===== src/rtl/imu_moving_average_min_max_unit_defines.svh =====
// Assertion helpers for the IMU filter. Define NO_ASSERTIONS to drop them.
// Every macro samples on clk and is disabled while rst_n is low.
`ifndef IMU_MOVING_AVERAGE_MIN_MAX_UNIT_DEFINES_SVH
`define IMU_MOVING_AVERAGE_MIN_MAX_UNIT_DEFINES_SVH

`ifndef NO_ASSERTIONS

// Same-cycle implication.
`define IMA_ASSERT_IMPLY(label, ante, cons) \
    label: assert property (@(posedge clk) disable iff (!rst_n) (ante) |-> (cons)) \
        else $error("assertion failed: same-cycle implication");

// Next-cycle implication.
`define IMA_ASSERT_NEXT(label, ante, cons) \
    label: assert property (@(posedge clk) disable iff (!rst_n) (ante) |=> (cons)) \
        else $error("assertion failed: next-cycle implication");

`else

`define IMA_ASSERT_IMPLY(label, ante, cons)
`define IMA_ASSERT_NEXT(label, ante, cons)

`endif

`endif


===== src/rtl/ima_pkg.sv =====
`default_nettype none

package ima_pkg;

    localparam int WINDOW_LEN = 10;

    localparam int NUM_CH     = 9;
    localparam int GYRO_FIRST = 3;
    localparam int MAG_FIRST  = 6;
    localparam int GYRO_NUM   = 3;
    localparam int MAG_NUM    = 3;

    localparam int CH_W       = 4;
    localparam int DATA_W     = 16;
    localparam int CFG_IDX_W  = 2;
    localparam int SUB_W      = 2;

    // window storage: one row of WINDOW_LEN slots per channel
    localparam int SLOT_W    = (WINDOW_LEN > 1) ? $clog2(WINDOW_LEN) : 1;
    localparam int MEM_DEPTH = NUM_CH * WINDOW_LEN;
    localparam int ADDR_W    = $clog2(MEM_DEPTH);

    // accumulator and reciprocal divider
    localparam int SUM_W     = DATA_W + $clog2(WINDOW_LEN);
    localparam int DIV_SHIFT = SUM_W + $clog2(WINDOW_LEN);
    localparam int PROD_W    = SUM_W + DIV_SHIFT;
    localparam int QUO_W     = DATA_W + 1;

    localparam logic [DIV_SHIFT-1:0] DIV_RECIP =
        DIV_SHIFT'(((64'd1 << DIV_SHIFT) + 64'(WINDOW_LEN) - 64'd1) / 64'(WINDOW_LEN));

    localparam logic [SLOT_W-1:0] LAST_SLOT = SLOT_W'(WINDOW_LEN - 1);
    localparam logic [ADDR_W-1:0] WIN_LEN_A = ADDR_W'(WINDOW_LEN);

    // register indexes
    localparam logic [CFG_IDX_W-1:0] REG_GYRO_OFS_X = 2'd0;
    localparam logic [CFG_IDX_W-1:0] REG_GYRO_OFS_Y = 2'd1;
    localparam logic [CFG_IDX_W-1:0] REG_GYRO_OFS_Z = 2'd2;

    localparam logic signed [DATA_W-1:0] GYRO_OFS_X_RST = -16'sd107;
    localparam logic signed [DATA_W-1:0] GYRO_OFS_Y_RST = 16'sd36;
    localparam logic signed [DATA_W-1:0] GYRO_OFS_Z_RST = 16'sd52;

    typedef struct packed {
        logic [CH_W-1:0]          channel;
        logic signed [DATA_W-1:0] sample;
        logic                     new_sample;
    } ima_item_t;

    typedef struct packed {
        logic signed [DATA_W-1:0] filtered;
        logic signed [DATA_W-1:0] field_min;
        logic signed [DATA_W-1:0] field_max;
    } ima_result_t;

    typedef struct packed {
        logic clear;
        logic acc_en;
        logic abs_en;
        logic mul_en;
    } ima_sum_ctrl_t;

endpackage

`default_nettype wire


===== src/rtl/ima_ram.sv =====
`default_nettype none

module ima_ram #(
    parameter int WIDTH = 16,
    parameter int DEPTH = 90
) (
    input  wire logic                     clk,
    input  wire logic                     we,
    input  wire logic [$clog2(DEPTH)-1:0] waddr,
    input  wire logic [WIDTH-1:0]         wdata,
    input  wire logic                     re,
    input  wire logic [$clog2(DEPTH)-1:0] raddr,
    output logic      [WIDTH-1:0]         rdata
);

    logic [WIDTH-1:0] mem [DEPTH];

    always_ff @(posedge clk)
    begin
        if (we)
        begin
            mem[waddr] <= wdata;
        end
        if (re)
        begin
            rdata <= mem[raddr];
        end
    end

endmodule

`default_nettype wire


===== src/rtl/ima_sum_unit.sv =====
`default_nettype none

// Shared accumulator followed by a reciprocal divide by WINDOW_LEN,
// truncating toward zero.
module ima_sum_unit (
    input  wire logic                              clk,
    input  wire ima_pkg::ima_sum_ctrl_t            ctrl,
    input  wire logic signed [ima_pkg::DATA_W-1:0] addend,
    output logic signed [ima_pkg::DATA_W-1:0]      avg
);
    import ima_pkg::*;

    logic signed [SUM_W-1:0] acc_reg;
    logic [SUM_W-1:0]        mag_reg;
    logic                    neg_reg;
    logic [PROD_W-1:0]       prod_reg;
    logic [QUO_W-1:0]        quo;

    always_ff @(posedge clk)
    begin
        if (ctrl.clear)
        begin
            acc_reg <= '0;
        end
        else if (ctrl.acc_en)
        begin
            acc_reg <= acc_reg + SUM_W'(addend);
        end
        if (ctrl.abs_en)
        begin
            // magnitude of the most negative sum wraps to the right unsigned value
            mag_reg <= acc_reg[SUM_W-1] ? SUM_W'(-acc_reg) : SUM_W'(acc_reg);
            neg_reg <= acc_reg[SUM_W-1];
        end
        if (ctrl.mul_en)
        begin
            prod_reg <= PROD_W'(mag_reg) * PROD_W'(DIV_RECIP);
        end
    end

    assign quo = prod_reg[DIV_SHIFT +: QUO_W];
    assign avg = neg_reg ? DATA_W'(~quo + QUO_W'(1)) : DATA_W'(quo);

endmodule

`default_nettype wire


===== src/rtl/imu_moving_average_min_max_unit.sv =====
`default_nettype none

// Nine-channel IMU moving-average filter (accel xyz, gyro xyz, mag xyz).
// item channel (valid/ready): one item per transfer. new_sample=1 pushes the
//   sample into that channel's 10-slot window and recomputes the held average;
//   new_sample=0 only reads the held average. Channel codes above 8 return
//   all-zero fields and change nothing.
// result channel (valid/ready): exactly one result per item. Gyro results
//   have the per-axis offset subtracted; mag results carry running min/max.
// wr port: wr_en/wr_index/wr_data write the gyro offsets x, y, z (index
//   0..2); other indexes are ignored. Write only when idle.
// Sequence: a push item steps through S_WRITE, S_READ (one RAM read and
//   one add per window slot on the shared accumulator), S_DRAIN, S_ABS,
//   S_MUL (reciprocal multiply) and S_FINISH, where the result commits; a
//   read-only item goes straight to S_FINISH. A new item is taken only
//   once the previous item has committed its result.
// Reset: windows, held averages and mag min/max read as zero (per-slot valid
//   bits), offsets return to -107, 36, 52. No clearing pass is needed.
// Stall: the result register holds while result_ready is low; the next item
//   may still be taken, and its result waits in the commit step until the
//   register frees up.
module imu_moving_average_min_max_unit (
    input  wire logic                             clk,
    input  wire logic                             rst_n,
    input  wire logic                             item_valid,
    output logic                                  item_ready,
    input  wire ima_pkg::ima_item_t               item,
    output logic                                  result_valid,
    input  wire logic                             result_ready,
    output ima_pkg::ima_result_t                  result,
    input  wire logic                             wr_en,
    input  wire logic [ima_pkg::CFG_IDX_W-1:0]    wr_index,
    input  wire logic [ima_pkg::DATA_W-1:0]       wr_data
);
    import ima_pkg::*;

    `include "imu_moving_average_min_max_unit_defines.svh"

    typedef enum logic [2:0] {
        S_IDLE,
        S_WRITE,
        S_READ,
        S_DRAIN,
        S_ABS,
        S_MUL,
        S_FINISH
    } state_t;

    state_t state_reg, state_next;
    ima_result_t result_reg, result_next;
    logic result_valid_reg, result_valid_next;

    // latched item
    logic [CH_W-1:0]          ch_reg;
    logic signed [DATA_W-1:0] sample_reg;
    logic                     push_reg;
    logic [ADDR_W-1:0]        base_reg;

    // window read sequencing
    logic [SLOT_W-1:0] rd_cnt_reg;
    logic              rd_pend_reg;
    logic              vld_q_reg;

    // architectural state
    logic [MEM_DEPTH-1:0]     ent_valid_reg;
    logic [SLOT_W-1:0]        wr_ptr_reg   [NUM_CH];
    logic signed [DATA_W-1:0] held_avg_reg [NUM_CH];
    logic signed [DATA_W-1:0] mag_min_reg  [MAG_NUM];
    logic signed [DATA_W-1:0] mag_max_reg  [MAG_NUM];
    logic signed [DATA_W-1:0] gyro_ofs_reg [GYRO_NUM];

    logic accept;
    logic out_free;
    logic commit;
    logic ch_ok;
    logic is_gyro;
    logic is_mag;
    logic [SUB_W-1:0] gyro_idx;
    logic [SUB_W-1:0] mag_idx;

    logic                     ram_we;
    logic                     ram_re;
    logic [ADDR_W-1:0]        ram_waddr;
    logic [ADDR_W-1:0]        ram_raddr;
    logic [DATA_W-1:0]        ram_rdata;
    logic signed [DATA_W-1:0] addend;
    logic signed [DATA_W-1:0] avg_new;
    logic signed [DATA_W-1:0] avg_cur;
    logic signed [DATA_W-1:0] min_new;
    logic signed [DATA_W-1:0] max_new;
    ima_result_t              res_calc;
    ima_sum_ctrl_t            sum_ctrl;

    assign item_ready   = (state_reg == S_IDLE);
    assign accept       = item_valid && item_ready;
    assign result_valid = result_valid_reg;
    assign result       = result_reg;
    assign out_free     = !result_valid_reg || result_ready;
    assign commit       = (state_reg == S_FINISH) && out_free;

    // channel decode of the latched item
    assign ch_ok    = (ch_reg < CH_W'(NUM_CH));
    assign is_gyro  = ch_ok && (ch_reg >= CH_W'(GYRO_FIRST)) && (ch_reg < CH_W'(MAG_FIRST));
    assign is_mag   = ch_ok && (ch_reg >= CH_W'(MAG_FIRST));
    assign gyro_idx = SUB_W'(ch_reg - CH_W'(GYRO_FIRST));
    assign mag_idx  = SUB_W'(ch_reg - CH_W'(MAG_FIRST));

    // window RAM: write the new sample at the channel's ring pointer, then
    // read every slot of the row; order does not matter for the sum
    assign ram_we    = (state_reg == S_WRITE);
    assign ram_re    = (state_reg == S_READ);
    assign ram_waddr = base_reg + ADDR_W'(wr_ptr_reg[ch_reg]);
    assign ram_raddr = base_reg + ADDR_W'(rd_cnt_reg);

    ima_ram #(
        .WIDTH (DATA_W),
        .DEPTH (MEM_DEPTH)
    ) u_window_ram (
        .clk   (clk),
        .we    (ram_we),
        .waddr (ram_waddr),
        .wdata (sample_reg),
        .re    (ram_re),
        .raddr (ram_raddr),
        .rdata (ram_rdata)
    );

    // never-written slots count as zero
    assign addend = vld_q_reg ? $signed(ram_rdata) : '0;

    assign sum_ctrl.clear  = (state_reg == S_WRITE);
    assign sum_ctrl.acc_en = rd_pend_reg;
    assign sum_ctrl.abs_en = (state_reg == S_ABS);
    assign sum_ctrl.mul_en = (state_reg == S_MUL);

    ima_sum_unit u_sum (
        .clk    (clk),
        .ctrl   (sum_ctrl),
        .addend (addend),
        .avg    (avg_new)
    );

    // result of the latched item
    always_comb
    begin
        avg_cur  = '0;
        min_new  = '0;
        max_new  = '0;
        res_calc = '0;
        if (ch_ok)
        begin
            avg_cur = push_reg ? avg_new : held_avg_reg[ch_reg];
            res_calc.filtered = is_gyro ? avg_cur - gyro_ofs_reg[gyro_idx] : avg_cur;
            if (is_mag)
            begin
                min_new = (push_reg && (avg_cur < mag_min_reg[mag_idx])) ?
                          avg_cur : mag_min_reg[mag_idx];
                max_new = (push_reg && (avg_cur > mag_max_reg[mag_idx])) ?
                          avg_cur : mag_max_reg[mag_idx];
                res_calc.field_min = min_new;
                res_calc.field_max = max_new;
            end
        end
    end

    // sequencer
    always_comb
    begin
        state_next        = state_reg;
        result_next       = result_reg;
        result_valid_next = result_valid_reg;
        if (result_valid_reg && result_ready)
        begin
            result_valid_next = 1'b0;
        end
        unique case (state_reg)
            S_IDLE:
            begin
                if (accept)
                begin
                    state_next = (item.new_sample && (item.channel < CH_W'(NUM_CH))) ?
                                 S_WRITE : S_FINISH;
                end
            end
            S_WRITE:
            begin
                state_next = S_READ;
            end
            S_READ:
            begin
                if (rd_cnt_reg == LAST_SLOT)
                begin
                    state_next = S_DRAIN;
                end
            end
            S_DRAIN:
            begin
                state_next = S_ABS;
            end
            S_ABS:
            begin
                state_next = S_MUL;
            end
            S_MUL:
            begin
                state_next = S_FINISH;
            end
            S_FINISH:
            begin
                if (out_free)
                begin
                    result_next       = res_calc;
                    result_valid_next = 1'b1;
                    state_next        = S_IDLE;
                end
            end
            default:
            begin
                state_next = S_IDLE;
            end
        endcase
    end

    always_ff @(posedge clk or negedge rst_n)
    begin
        if (!rst_n)
        begin
            state_reg        <= S_IDLE;
            result_reg       <= '0;
            result_valid_reg <= 1'b0;
        end
        else
        begin
            state_reg        <= state_next;
            result_reg       <= result_next;
            result_valid_reg <= result_valid_next;
        end
    end

    // item latch and read counter (payload, no reset)
    always_ff @(posedge clk)
    begin
        if (accept)
        begin
            ch_reg     <= item.channel;
            sample_reg <= item.sample;
            push_reg   <= item.new_sample;
            base_reg   <= ADDR_W'(item.channel) * WIN_LEN_A;
        end
        if (state_reg == S_WRITE)
        begin
            rd_cnt_reg <= '0;
        end
        else if (state_reg == S_READ)
        begin
            rd_cnt_reg <= rd_cnt_reg + SLOT_W'(1);
        end
        if (ram_re)
        begin
            vld_q_reg <= ent_valid_reg[ram_raddr];
        end
    end

    always_ff @(posedge clk or negedge rst_n)
    begin
        if (!rst_n)
        begin
            rd_pend_reg <= 1'b0;
        end
        else
        begin
            rd_pend_reg <= ram_re;
        end
    end

    // window bookkeeping
    always_ff @(posedge clk or negedge rst_n)
    begin
        if (!rst_n)
        begin
            ent_valid_reg <= '0;
            for (int i = 0; i < NUM_CH; i++)
            begin
                wr_ptr_reg[i] <= '0;
            end
        end
        else if (ram_we)
        begin
            ent_valid_reg[ram_waddr] <= 1'b1;
            wr_ptr_reg[ch_reg] <= (wr_ptr_reg[ch_reg] == LAST_SLOT) ?
                                  '0 : wr_ptr_reg[ch_reg] + SLOT_W'(1);
        end
    end

    // held averages and magnetometer extremes
    always_ff @(posedge clk or negedge rst_n)
    begin
        if (!rst_n)
        begin
            for (int i = 0; i < NUM_CH; i++)
            begin
                held_avg_reg[i] <= '0;
            end
            for (int i = 0; i < MAG_NUM; i++)
            begin
                mag_min_reg[i] <= '0;
                mag_max_reg[i] <= '0;
            end
        end
        else if (commit && push_reg && ch_ok)
        begin
            held_avg_reg[ch_reg] <= avg_new;
            if (is_mag)
            begin
                mag_min_reg[mag_idx] <= min_new;
                mag_max_reg[mag_idx] <= max_new;
            end
        end
    end

    // gyro offsets
    always_ff @(posedge clk or negedge rst_n)
    begin
        if (!rst_n)
        begin
            gyro_ofs_reg[0] <= GYRO_OFS_X_RST;
            gyro_ofs_reg[1] <= GYRO_OFS_Y_RST;
            gyro_ofs_reg[2] <= GYRO_OFS_Z_RST;
        end
        else if (wr_en)
        begin
            unique case (wr_index)
                REG_GYRO_OFS_X: gyro_ofs_reg[0] <= $signed(wr_data);
                REG_GYRO_OFS_Y: gyro_ofs_reg[1] <= $signed(wr_data);
                REG_GYRO_OFS_Z: gyro_ofs_reg[2] <= $signed(wr_data);
                default: ;
            endcase
        end
    end

    // ---- checks ----
    // read data only returns during the window sweep
    `IMA_ASSERT_IMPLY(a_rd_pend_in_sweep, rd_pend_reg,
        (state_reg == S_READ) || (state_reg == S_DRAIN))
    // a valid push item always starts the window write
    `IMA_ASSERT_NEXT(a_push_starts_write,
        accept && item.new_sample && (item.channel < CH_W'(NUM_CH)),
        state_reg == S_WRITE)
    // commit always presents a result
    `IMA_ASSERT_NEXT(a_commit_gives_result, commit, result_valid && (state_reg == S_IDLE))
    // extremes start at zero, so min stays <= 0 and max stays >= 0
    `IMA_ASSERT_IMPLY(a_mag_extreme_sign, 1'b1,
        !mag_max_reg[0][DATA_W-1] && !mag_max_reg[1][DATA_W-1] &&
        !mag_max_reg[2][DATA_W-1] && (mag_min_reg[0] <= 16'sd0) &&
        (mag_min_reg[1] <= 16'sd0) && (mag_min_reg[2] <= 16'sd0))

endmodule

`default_nettype wire

===== config.mk =====
export PLATFORM = sky130hd
export DESIGN_NAME = imu_moving_average_min_max_unit
export DESIGN_NICKNAME = d
export VERILOG_FILES = /design/src/rtl/ima_pkg.sv /design/src/rtl/ima_ram.sv /design/src/rtl/ima_sum_unit.sv /design/src/rtl/imu_moving_average_min_max_unit.sv
export VERILOG_INCLUDE_DIRS = /design/src /design/src/rtl
export SDC_FILE = /design/constraint.sdc
export NUM_CORES = 2
export LEC_CHECK = 0
export BUFFER_PORTS_ARGS = -buffer_cell sky130_fd_sc_hd__buf_4
export CAP_MARGIN = 30
export CORE_ASPECT_RATIO = 1.75
export CORE_MARGIN = 1
export CORE_UTILIZATION = 35
export CTS_BUF_LIST = sky130_fd_sc_hd__clkbuf_16
export DETAILED_ROUTE_END_ITERATION = 7
export HOLD_SLACK_MARGIN = 0.02
export SLEW_MARGIN = 20
export SYNTH_ARGS = -nofsm -noshare
export SYNTH_HDL_FRONTEND = slang
export SYNTH_HIERARCHICAL = 1
export SYNTH_SLANG_ARGS = --single-unit

===== constraint.sdc =====
create_clock -name clk -period 6.3 [get_ports clk]
set_input_delay 0 -clock clk [delete_from_list [all_inputs] [get_ports clk]]
set_output_delay 0 -clock clk [all_outputs]
set_load 0.01 [all_outputs]

### Word level (Yosys, flattened, before mapping)

Memory sizes are Yosys's and may differ from the RTL's. A register that Yosys moved wholly into a read port is not among the register bits.
Cells that the tools add are included.

* register bits after elaboration: 579
* memory bits (writable): 1440
* bits of input ports: 44
* output and inout port bits: 50
* word-level logic and storage cells: 168
* memories: 1

Memories
* u_window_ram.mem: words 90, width 16, rd ports 1, clocked after Yosys merged registers in 1, wr ports 1, line ima_ram.sv:16 `logic [WIDTH-1:0] mem [DEPTH];`

* add/subtract/negate cells: 10
* multipliers: 2
* $lt $le $gt $ge: 15
* equal/unequal tests: 13
* multiplexer cells: 53
* bitwise logic cells: 5
* reductions and logical operators: 24

Operators with widths (number)
* 2-to-1 mux 16 bit: 20
* bitwise mux 144 bit: 1
* binary-select mux 16 bit (select 2 bit): 3
* bitwise mux 48 bit: 2
* OR 90 bit: 1
* binary-select mux 16 bit (select 4 bit): 1
* demux 16 bit (select 4 bit): 1
* 2-to-1 mux 48 bit: 1
* multiplier 20 x 20 -> 39 bit, second input constant: 1
* bitwise mux 36 bit: 1
* demux 16 bit (select 2 bit): 1
* 2-to-1 mux 32 bit: 1
* one-hot mux 3 bit (7 select lines): 1
* adder 20 x 16 -> 20 bit: 1
* negation 20 bit: 1
* 2-to-1 mux 19 bit: 1
* adder 16 x 1 -> 16 bit, second input constant: 1
* binary-select mux 4 bit (select 4 bit): 1
* demux 4 bit (select 4 bit): 1
* > comparator 16 bit: 1
* < comparator 16 bit: 1
* < comparator 7 x 8 -> 1 bit, second input constant: 2
* 2-to-1 mux 4 bit: 4
* NOT 16 bit: 1
* 35 further kinds: 72

### Longest topological paths before layout

* word-level depth: 11
* depth in mapped cells: 23
* mapped depth without buffers: 22

### Cells and area by module

The synthesis kept the hierarchy.

By module, submodules not included
* ima_ram: instances 1, cells each 2531, area each 56061.3 um^2, sequential area each 43721.9 um^2
* imu_moving_average_min_max_unit: instances 1, cells each 2346, area each 25635.8 um^2, sequential area each 12568.3 um^2
* ima_sum_unit: instances 1, cells each 1010, area each 10271.1 um^2, sequential area each 1511.4 um^2

### Worst setup path after synthesis

Ideal clock, no wire load.

* path type: register -> register
* start point: reg u_sum.mag_reg[8]
* end point: reg u_sum.prod_reg[38] (data pin)
* setup time: 264 ps
* data arrival time: 5296 ps
* required time: 6036 ps
* setup slack: 741 ps
* stages on the path, launching flop included: 23
* path buffers: 1
* clock period less this slack: 5559 ps
* path through: edfxtp_1 -> ha_1 -> clkbuf_1 -> xor2_1 -> ha_1 -> a21o_1 -> ha_1 -> inv_1 -> fa_1 -> fa_1 -> inv_1 -> fa_1 -> inv_1 -> fa_1 -> inv_1 -> ha_1 -> a21o_1 -> a31oi_1 -> nand4_1 -> nand3_1 -> nand3_1 -> a221oi_1 -> xnor2_1

* longest elaborated chain between the ends: 1

Ends and longest elaborated chain
* start: declaration: line ima_sum_unit.sv:14 `logic [SUM_W-1:0] mag_reg;`
* start signal: assignment: line ima_sum_unit.sv:32 `mag_reg <= acc_reg[SUM_W-1] ? SUM_W'(-acc_reg) : SUM_W'(acc_reg);`
* multiplier 20 x 20 -> 39 bit: line ima_sum_unit.sv:37 `prod_reg <= PROD_W'(mag_reg) * PROD_W'(DIV_RECIP);`
* end signal: assignment: line ima_sum_unit.sv:37
* end: declaration: line ima_sum_unit.sv:16 `logic [PROD_W-1:0] prod_reg;`

No other way between the ends.
A chain may end at the register's enable or synchronous reset.

### Worst setup path after layout

* start point: reg u_sum.mag_reg[11]
* end point: reg u_sum.prod_reg[38] (data pin)

Same word-level chain as after synthesis.

==> flow_metrics.env <==
export IMPL_drc=0
export IMPL_reg2reg_from="u_sum/mag_reg[11]$_DFFE_PP_"
export IMPL_hold_ws_ns=0.0780
export IMPL_crit_path_max_fanout=5
export IMPL_synth_compound_area_share_pct=7.37
export IMPL_largest_reg_flops=1440
export IMPL_coreArea_um2=261000
export IMPL_multi_input_area_um2=31700
export IMPL_drv_slew=0
export IMPL_clock_path_buffers=4
export IMPL_seq_area_um2=57800
export IMPL_synth_top_cell_by_area="edfxtp_1"
export IMPL_portBuffers=93
export IMPL_hold_viol_final=0
export IMPL_root_buffer="clkbuf_16"
export IMPL_synth_enable_flop_cells=1519
export IMPL_ioPinCount=94
export IMPL_drive_above_1_share_pct=21.2
export IMPL_yosysTopAreaCellShare_pct=49.6
export IMPL_synth_top_family_by_area="multiplexers"
export IMPL_dieArea_um2=265000
export IMPL_ys_ff_latch=2010
export IMPL_nFillCells=23700
export IMPL_grtUsageTotal_pct=18.8
export IMPL_rows=248
export IMPL_grt_pass1_wl_um=371000
export IMPL_period_needed_ns=6.03
export IMPL_antenna_found_initial=4
export IMPL_cp_arrival_ns=6.59
export IMPL_drt_pass1_iterations=6
export IMPL_initial_core_util_pct=35.2
export IMPL_grt_use_met2_pct=35.7
export IMPL_synthAdderAreaFrac_pct=6.71
export IMPL_drtIter0Drc=3749
export IMPL_cts_sinks=2010
export IMPL_gp_congestion=0.902
export IMPL_syn_avg_cell_area_um2=15.6
export IMPL_async_reset_ff_share_pct=23.2
export IMPL_cts_clk_slew_worst_paths_ns=0.07
export IMPL_fin_ws_ns=0.267
export IMPL_grt_overflow=0
export IMPL_endpoint_kind="flop"
export IMPL_yosys_warnings=6
export IMPL_startpoint="u_sum/mag_reg[11]$_DFFE_PP_"
export IMPL_synth_xor_area_share_pct=0.951
export IMPL_period_share_pct=95.8
export IMPL_netlist_area_um2=92000
export IMPL_seq_area_frac_synth_pct=62.8
export IMPL_ys_types=95
export IMPL_worstHoldPathType="input port to flop"
export IMPL_area_delta_synth_final_pct=13.8
export IMPL_synth_mux_area_share_pct=13.8
export IMPL_htreeDepth=4
export IMPL_grt_max_degree=155
export IMPL_maxCapViolCount=0
export IMPL_synthesis_nets=6344
export IMPL_wl_um=252000
export IMPL_vias=53100
export IMPL_hp_start="wr_data[6]"
export IMPL_die_h_um=680
export IMPL_wl_per_cell_um=25.6
export IMPL_startpoint_type="flop"
export IMPL_cts_tree="done"
export IMPL_path_class="flop to flop"
export IMPL_synth_simple_area_share_pct=5.46
export IMPL_vias_per_cell=5.39
export IMPL_required_ns=6.85
export IMPL_antenna_left=0
export IMPL_final_nets=6656
export IMPL_fin_skew_ns=0.144
export IMPL_grt_pass1_vias=55900
export IMPL_synthCells=5887
export IMPL_post_place_ws_ns=0.122
export IMPL_grt_use_met3_pct=1.91
export IMPL_top_usage_layer="met2"
export IMPL_hpwl_um=171000
export IMPL_die_w_um=389
export IMPL_worstSkewPairLatency_ns=0.90
export IMPL_status="completed"
export IMPL_synthFlopType="edfxtp_1"
export IMPL_fmax_ghz=0.166
export IMPL_cts_buffers=188
export IMPL_synth_area_leaders="edfxtp_1, dfrtp_1, mux4_2"
export IMPL_worst_pin_slew_ns=1.09
export IMPL_max_slew_margin_pct=27.1
export IMPL_setup_viol=0
export IMPL_met1_usage_pct=19.9
export IMPL_yosysMostFrequentCell="edfxtp_1"
export IMPL_synth_common_cells="edfxtp_1, dfrtp_1, nand2_1, mux4_2, nor2_1"
cell type report:
cell class,count,area share (%)
tap,3500,4.18
sequential,2010,55.2
clock buffer,188,4.50
inverter,235,0.843
timing repair buffer,466,3.85
multi-input combinational,3298,30.3
clock inverter,148,1.10
antenna,3,0.00717
cells in the final DEF (no fill, tap or decap), drive strengths merged, types with 48 or more instances in the layout:
cell	netlist	final
edfxtp	1519	1519
dfrtp	450	450
buf	149	381
nand2	372	372
mux4	370	370
nor2	290	290
inv	235	285
ha	279	279
mux2	271	271
clkbuf	195	188
o21ai	181	181
fa	134	134
a21oi	127	127
mux2i	124	124
a21o	107	107
o311ai	103	103
nand3	99	99
dlygate4sd3	0	85
o211ai	80	80
clkinv	0	73
a22oi	69	69
nand2b	62	62
xnor2	61	61
a221oi	48	48
worst max-delay path, cell delays in order (launching register included):
cell and delay (ns):
edfxtp_1 0.47, ha_2 0.44, fa_1 0.45, ha_1 0.29
inv_1 0.05, fa_1 0.57, inv_1 0.08, fa_1 0.46
fa_1 0.52, inv_1 0.05, fa_1 0.47, inv_1 0.04
ha_1 0.30, a21oi_1 0.15, o211ai_1 0.10, a31oi_1 0.27
nand4_1 0.23, nand3_2 0.19, nand3_1 0.18, a221oi_1 0.36
xnor2_1 0.10
per-stage QoR:
stage / util (%) / cells / cell area (um2) / setup TNS (ns)
floorplan: - / 5887 / 92000 / 0
global placement: 37.4 / 9410 / 97700 / 0
detailed placement: 37.5 / 9416 / 97800 / 0
CTS: 40.1 / 9838 / 105000 / 0
global route: 40.1 / 9846 / 105000 / -0.0211
finish: 40.1 / 9848 / 105000 / 0
timing repair:
item,CTS,global route
buffers inserted,0,4
gates resized for setup,0,8
hold endpoints to repair,349,0
setup endpoints to repair,0,8
hold buffers,86,0
routing by layer:
layer / vias up / part of all wire [%]
li1: 23400 / -
met2: 1546 / 55
met3: 504 / 4.1
met5: - / 0
met4: 0 / 6.7
met1: 27600 / 35
final timing paths:
| kind | depth (start not counted) | to | slack (ns) |
|---|---|---|---|
| setup / recovery | 20 | u_sum/prod_reg[38]$_DFFE_PP_ | 0.27 |
| hold / removal | 3 | gyro_ofs_reg[22]$_DFFE_PN0P_ | 0.08 |
| setup reg to reg | 20 | u_sum/prod_reg[38]$_DFFE_PP_ | 0.27 |
| hold reg to reg | 1 | ent_valid_reg[20]$_DFFE_PN0P_ | 0.45 |
| max in group asynchronous | 5 | held_avg_reg[78]$_DFFE_PN0P_ | 4.85 |
| min in group asynchronous | 4 | mag_max_reg[13]$_DFFE_PN0P_ | 0.43 |
cells by family after synthesis:
family          Yosys count
mux                     765
flops                  2010
fa+ha+maj               413
xor+xnor                 99
buf+inv                 579
simple gates           1069
compound gates          952
Power is not shown: default switching activity piles up to over one toggle a cycle in this logic, so the estimate is an artifact.
